## config.mk

```make
export PLATFORM = sky130hd
export DESIGN_NAME = gbci_hash
export DESIGN_NICKNAME = d
export VERILOG_FILES = /design/src/hdl/gbci_pkg.sv /design/src/hdl/gbci_hash.sv
export SDC_FILE = /design/constraint.sdc
export NUM_CORES = 2
export LEC_CHECK = 0
export ABC_AREA = 1
export BUFFER_PORTS_ARGS = -buffer_cell sky130_fd_sc_hd__buf_2
export CORE_MARGIN = 2
export CORE_UTILIZATION = 45
export CTS_CLUSTER_SIZE = 12
export DETAILED_ROUTE_END_ITERATION = 10
export PLACE_DENSITY = 0.73
export SLEW_MARGIN = 25
export SYNTH_ARGS = -nofsm -noshare
export SYNTH_HDL_FRONTEND = slang
export SYNTH_SLANG_ARGS = --single-unit
```

## constraint.sdc

```tcl
create_clock -name clk_i -period 8.1 [get_ports clk_i]
set_clock_uncertainty 0.2 [all_clocks]
set_input_delay 0.405 -clock clk_i [delete_from_list [all_inputs] [get_ports clk_i]]
set_output_delay 0.405 -clock clk_i [all_outputs]
set_load 0.005 [all_outputs]
```

## src/hdl/gbci_pkg.sv

```systemverilog
// ---------------------------------------------------------------------------
// gbci_pkg: shared types and constants of the box cell index unit
// Scheme codes, register indexes, the configuration bundle and the
// constants of the order hash.
// ---------------------------------------------------------------------------
`default_nettype none

package gbci_pkg;

  localparam int unsigned LEVEL_W  = 5;
  localparam int unsigned SCHEME_W = 2;
  localparam int unsigned CFG_W    = 5;

  // Register indexes on the configuration port.
  localparam logic REG_GRID_LEVEL  = 1'b0;
  localparam logic REG_GRID_SCHEME = 1'b1;

  typedef enum logic [SCHEME_W-1:0] {
    SCH_FLAT  = 2'd0,
    SCH_FLAT4 = 2'd1,
    SCH_TREE  = 2'd2,
    SCH_TREE3 = 2'd3
  } scheme_e;

  // Effective configuration as seen by the datapath.
  typedef struct packed {
    logic [LEVEL_W-1:0] level;
    scheme_e            scheme;
  } cfg_t;

  // Order hash constants.
  localparam logic [63:0] HASH_ADD  = 64'h9e3779b97f4a7c15;
  localparam logic [63:0] HASH_MUL1 = 64'hbf58476d1ce4e5b9;
  localparam logic [63:0] HASH_MUL2 = 64'h94d049bb133111eb;

endpackage

`default_nettype wire

```

## src/hdl/gbci_hash.sv

```systemverilog
// ---------------------------------------------------------------------------
// gbci_hash: three-stage order hash
// Computes the two low bits of the mixing hash of a 64-bit word; each
// 64-bit multiply is split into 32-bit partial products over one stage.
// ---------------------------------------------------------------------------
`default_nettype none

module gbci_hash (
  input  wire logic        clk_i,
  input  wire logic [63:0] x_i,
  output      logic [1:0]  h_o
);

  logic [63:0] a1, t1, m1, t2, m2;
  logic [63:0] ll1_q, ll2_q;
  logic [31:0] lh1_q, hl1_q, lh2_q, hl2_q;
  logic [63:0] ll1_d, ll2_d;
  logic [31:0] lh1_d, hl1_d, lh2_d, hl2_d;
  logic [1:0]  h_q;

  // First mix round and its partial products.
  always_comb begin
    a1    = x_i + gbci_pkg::HASH_ADD;
    t1    = a1 ^ (a1 >> 30);
    ll1_d = 64'(t1[31:0]) * 64'(gbci_pkg::HASH_MUL1[31:0]);
    lh1_d = t1[31:0] * gbci_pkg::HASH_MUL1[63:32];
    hl1_d = t1[63:32] * gbci_pkg::HASH_MUL1[31:0];
  end

  // Second round: finish the first product, start the second.
  always_comb begin
    m1    = ll1_q + {lh1_q + hl1_q, 32'd0};
    t2    = m1 ^ (m1 >> 27);
    ll2_d = 64'(t2[31:0]) * 64'(gbci_pkg::HASH_MUL2[31:0]);
    lh2_d = t2[31:0] * gbci_pkg::HASH_MUL2[63:32];
    hl2_d = t2[63:32] * gbci_pkg::HASH_MUL2[31:0];
  end

  assign m2 = ll2_q + {lh2_q + hl2_q, 32'd0};

  always_ff @(posedge clk_i) begin
    ll1_q <= ll1_d;
    lh1_q <= lh1_d;
    hl1_q <= hl1_d;
    ll2_q <= ll2_d;
    lh2_q <= lh2_d;
    hl2_q <= hl2_d;
    h_q   <= m2[1:0] ^ m2[32:31];
  end

  assign h_o = h_q;

endmodule

`default_nettype wire

```

* Word-level counts from Yosys, hierarchy flattened
Index checks and enable logic that the tools add are counted.
Word-level totals: bits in registers 162, word-level logic and storage cells 21, output and inout bits 2, bits of input ports 65
Operators by class: multiply operators 6, add/subtract/negate cells 5, bitwise operators 3
Operators by type and width (count):
- 61-bit by 64-bit adder with 64-bit output | 1
- 64-bit adder, second input constant | 1
- 64-bit by 34-bit XOR with 64-bit output | 1
- 64-bit by 37-bit XOR with 64-bit output | 1
- 32-bit by 29-bit multiplier with 61-bit output, second input constant | 1
- 33-bit adder | 1
- 32-bit by 29-bit multiplier with 33-bit output, second input constant | 1
- 32-bit adder | 1
- 32-bit by 29-bit multiplier with 1-bit output, second input constant | 1
- 32-bit by 29-bit multiplier with 32-bit output, second input constant | 1
- 32-bit by 32-bit multiplier with 1-bit output, second input constant | 1
- 32-bit by 32-bit multiplier with 32-bit output, second input constant | 1
- 2-bit XOR | 1
- 1-bit adder | 1

* Logic depth before layout (Yosys ltp)
word-level depth 4, depth in mapped cells 49, mapped depth without buffers 49

* Worst setup path after synthesis
Ideal clock, no wire load.
kind reg-to-reg, start point reg lh1_q[0], end point reg ll2_q[32], period minus slack after synthesis 8945 ps, data required time 7791 ps, arrival 8636 ps, setup time 109 ps, buffers on the path 0, slack -845 ps, cell stages (with the launch flop) 46, cells stage by stage dfxtp_1 ha_1 inv_1 fa_1 o21ai_0 a21oi_1 o21ai_0 a31oi_1 o21ai_0 xor2_1 ha_1 nand2_1 inv_1 nand2_1 nand2_1 o21bai_1 a21oi_1 nor2_1 [... 10 more ...] fa_1 fa_1 fa_1 inv_1 ha_1 inv_1 nor3_1 nand2_1 nor4_1 a21oi_1 inv_1 nand2_1 nand2_1 nand3_1 nand2_1 nand2_1 nand2_1 inv_1
Between the ends: cells in the longest elaborated chain, start to end 4
RTL lines:
- start, declared | line gbci_hash.sv:16 | logic [31:0] lh1_q, hl1_q, lh2_q, hl2_q;
- start signal, assigned | line gbci_hash.sv:43 | lh1_q <= lh1_d;
- 32-bit adder | line gbci_hash.sv:32 | m1 = ll1_q + {lh1_q + hl1_q, 32'd0};
- 61-bit by 64-bit adder with 64-bit output | line gbci_hash.sv:32
- 64-bit by 37-bit XOR with 64-bit output | line gbci_hash.sv:33 | t2 = m1 ^ (m1 >> 27);
- 32-bit by 29-bit multiplier with 33-bit output | line gbci_hash.sv:34 | ll2_d = 64'(t2[31:0]) * 64'(gbci_pkg::HASH_MUL2[31:0]);
- via ll2_d[32] | line gbci_hash.sv:17 | logic [63:0] ll1_d, ll2_d;
- end signal, assigned | line gbci_hash.sv:45 | ll2_q <= ll2_d;
- end, declared | line gbci_hash.sv:15 | logic [63:0] ll1_q, ll2_q;
The timed path passes the listed nets, and every way through them passes these cells.

* Worst setup path after layout
start point reg lh1_q[4], end point reg ll2_q[32]
Same word-level chain as after synthesis.

==> flow_summary.rst <==
.. list-table::
   :header-rows: 1

   * - Metric
     - Value
   * - Synth unique cells
     - 49
   * - Number of antenna violations at the first check in global routing
     - 0
   * - Most used DFF post-synth
     - sky130_fd_sc_hd__dfxtp_1
   * - Final global-route overflow total
     - 0
   * - Pre-antenna DRT Iters
     - 6
   * - Via/cell ratio
     - 4.99
   * - Pre-CTS setup slack
     - -1.08 ns
   * - Mux cell area share after synthesis
     - 0%
   * - Maximum clock frequency
     - 111 MHz
   * - Utilization of the core after routing
     - 61.6%
   * - Count of state elements after synthesis
     - 121
   * - Slew margin rel.
     - 54.6%
   * - Final Wtd Congestion
     - 1.04
   * - Net Count, Synth
     - 7353
   * - Global-route total usage across every layer
     - 30.5%
   * - Final critical delay including setup and external delays
     - 8.99 ns
   * - Cell types occupying the most area after synthesis
     - sky130_fd_sc_hd__fa_1, sky130_fd_sc_hd__ha_1, sky130_fd_sc_hd__inv_1
   * - Synthesized instance count
     - 5504
   * - Layout overhead on the synthesized area
     - 35.6%
   * - Final HPWL DP
     - 147 mm
   * - Hold buffer count at CTS
     - 0
   * - Count of endpoints failing hold in the final timing report
     - 0
   * - Number of max-capacitance violations reported
     - 0
   * - Number of fillers in the final layout
     - 8741
   * - Pin count of the biggest net entering global routing
     - 17
   * - Number of warning messages in the yosys log
     - 0
   * - Vias in the first global route
     - 44300
   * - Nets@finish
     - 8772
   * - Final cycle utilization of the critical path
     - 111%
   * - Share of the synthesized area in the top cell type
     - 36.6%
   * - Longest individual stage delay on the worst path
     - 0.59 ns
   * - Full die area
     - 109000 um^2
   * - Failing checks
     - setup timing
   * - Height of the chip
     - 330 um
   * - TritonCTS buffer count
     - 17
   * - Crit path kind
     - register to register
   * - Post-Syn Area per Cell
     - 8.70 um^2
   * - Classification of the worst-slack hold path
     - register to register
   * - Placement Cell Area
     - 59000 um^2
   * - Detailed Route Iter0 Violations
     - 2576
   * - Drt total wl
     - 167 mm
   * - Root buffer cell
     - sky130_fd_sc_hd__clkbuf_16
   * - Async S/R FF share, synth
     - 0%
   * - Leading cell type in the layout, fill and taps excluded
     - sky130_fd_sc_hd__inv_1
   * - Number of placement rows
     - 119
   * - Transition at the pin with the smallest max-transition slack
     - 0.676 ns
   * - Count of vias placed by the detailed router
     - 41600
   * - Commonest cells after routing, fill and taps aside
     - sky130_fd_sc_hd__inv_1, sky130_fd_sc_hd__buf_4, sky130_fd_sc_hd__ha_1
   * - Post-synth EDFFs
     - 0
   * - Simple-gate area share of the yosys netlist
     - 10.3%
   * - Data arrival time of the critical path
     - 9.13 ns
   * - I/O Pins
     - 67
   * - Share of the synthesized area in compound gates (AO/OA/AOI/OAI)
     - 5.42%
   * - Largest family of logic cells by synthesized area
     - adder cells
   * - H-tree levels
     - 4
   * - Average wire length per cell after detail routing
     - 20.1 um
   * - Worst-case clock buffer depth
     - 2
   * - Critical Path Source Type
     - register
   * - Final Max Tran Viols
     - 0
   * - Worst path setup slack after routing
     - -0.885 ns
   * - Outcome
     - complete, but fails checks
   * - Number of endpoints failing setup at the final stage
     - 16
   * - Crit path top cell by count
     - sky130_fd_sc_hd__nand2_1
   * - TritonCTS clock tree
     - done
   * - Horizontal die dimension
     - 330 um
   * - First-pass GRT wire length
     - 251 mm
   * - Netlist area before placement
     - 47900 um^2
   * - Sequential share of the synthesized area
     - 5.06%
   * - Worst Path Max Fanout
     - 5
   * - Sinks on Clock Net
     - 121
   * - Area leader, netlist
     - sky130_fd_sc_hd__fa_1
   * - CTS clk-pin slew, worst paths
     - 0.07 ns
   * - Crit-path slowest cell
     - sky130_fd_sc_hd__fa_2
   * - Starting density of the core
     - 45.4%
   * - Area of all placed cells without fillers
     - 64900 um^2
   * - Worst-Skew Late Latency
     - 0.45 ns
   * - Post-synthesis adder-cell area fraction
     - 60.3%
   * - IO buf count
     - 66
   * - RSZ-0062 raised after global routing
     - yes
   * - DRC violations left
     - 0
   * - Count of nets left with antenna violations after detail routing
     - 0
   * - Proportion of layout cells with a drive suffix above 1
     - 31.2%
   * - Data required time at the worst endpoint
     - 8.25 ns
   * - Type of element capturing the critical path
     - register
   * - Synthesized-area fraction occupied by xor and xnor cells
     - 5.75%
   * - Area of the placeable core
     - 105000 um^2
==> per-stage QoR <==
step | hold WS [ns] | TNS, ns | cells
finish | 0.226 | -2.39 | 8329
global route | 0.241 | -8.72 | 8327
CTS | 0.226 | -1.24 | 8248
detailed placement | 0.216 | -36.51 | 8112
global placement | 0.212 | -33.44 | 8112
floorplan | 0.209 | -0.387 | 5504
==> flip-flops by register name (all words and copies together) (netlist names) <==
| name | cells |
|---|---|
| hl1_q | 28 |
| ll2_q | 4 |
| ll1_q | 58 |
| lh1_q | 28 |
| h_o | 2 |
| hl2_q | 1 |
==> cells in the mapped netlist (all sizes together), types with 12 or more instances <==
library cell     n
nand3          151
nand4           32
nand2          672
a21o            18
or2             12
xor2           185
xnor2          119
o21ai          111
fa             874
o211ai          13
o21bai          15
nand3b          12
nor4            16
a21oi          221
a31oi           26
ha             910
nor2           249
nor3            26
inv           1664
dfxtp          121
==> area by class of cell <==
cell class	count	area (um^2)	share of cell area [%]
multi-input combinational	3715	43000	66.2
tap	1391	1740	2.68
sequential	121	2430	3.74
antenna	2	5.00	0.00771
clock inverter	15	150	0.231
inverter	1666	6300	9.71
clock buffer	17	425	0.656
timing repair buffer	1402	10900	16.8
==> path summary, 6_finish.rpt <==
path	slack [ns]	end	depth (start not counted)	start
worst max-delay path	-0.89	ll2_q[32]	45	lh1_q[4]
worst min register to register	0.23	h_o[0]	1	ll2_q[31]
worst min-delay path	0.23	h_o[0]	1	ll2_q[31]
worst max register to register	-0.89	ll2_q[32]	45	lh1_q[4]
==> cells by family (layout without fill, tap and decap cells) <==
logic type / Yosys count / count (layout)
flip-flops: 121 / 121
other: 0 / 2
AO/OA/AOI/OAI: 451 / 451
AND/OR/NAND/NOR: 1175 / 1175
buffers and inverters: 1668 / 3100
adder cells (fa/ha/maj): 1784 / 1784
XOR/XNOR: 305 / 305
==> critical path: cells and delay by family (launching register included) <==
family          cells  cell delay, ns
flops               1            0.30
fa+ha+maj          11            4.67
compound gates      3            0.46
simple gates       14            1.35
xor+xnor            3            0.60
buf+inv            14            1.28
==> routing by layer <==
| layer | track usage [%] | wire length [um] | up-vias |
|---|---|---|---|
| met5 | 0 | 0 | - |
| met4 | 14.4 | 10400 | 0 |
| met3 | 3.75 | 9760 | 388 |
| met2 | 52.2 | 79500 | 1314 |
| met1 | 38.3 | 67500 | 20300 |
| li1 | - | - | 19500 |
==> repair_timing <==
action	CTS	global route
gates resized for setup	345	564
gates cloned	0	1
pin swaps	169	308
setup buffers	107	86
endpoints found under the setup margin	41	57
Power is not shown: default switching activity piles up to over one toggle a cycle in this logic, so the estimate is an artifact.
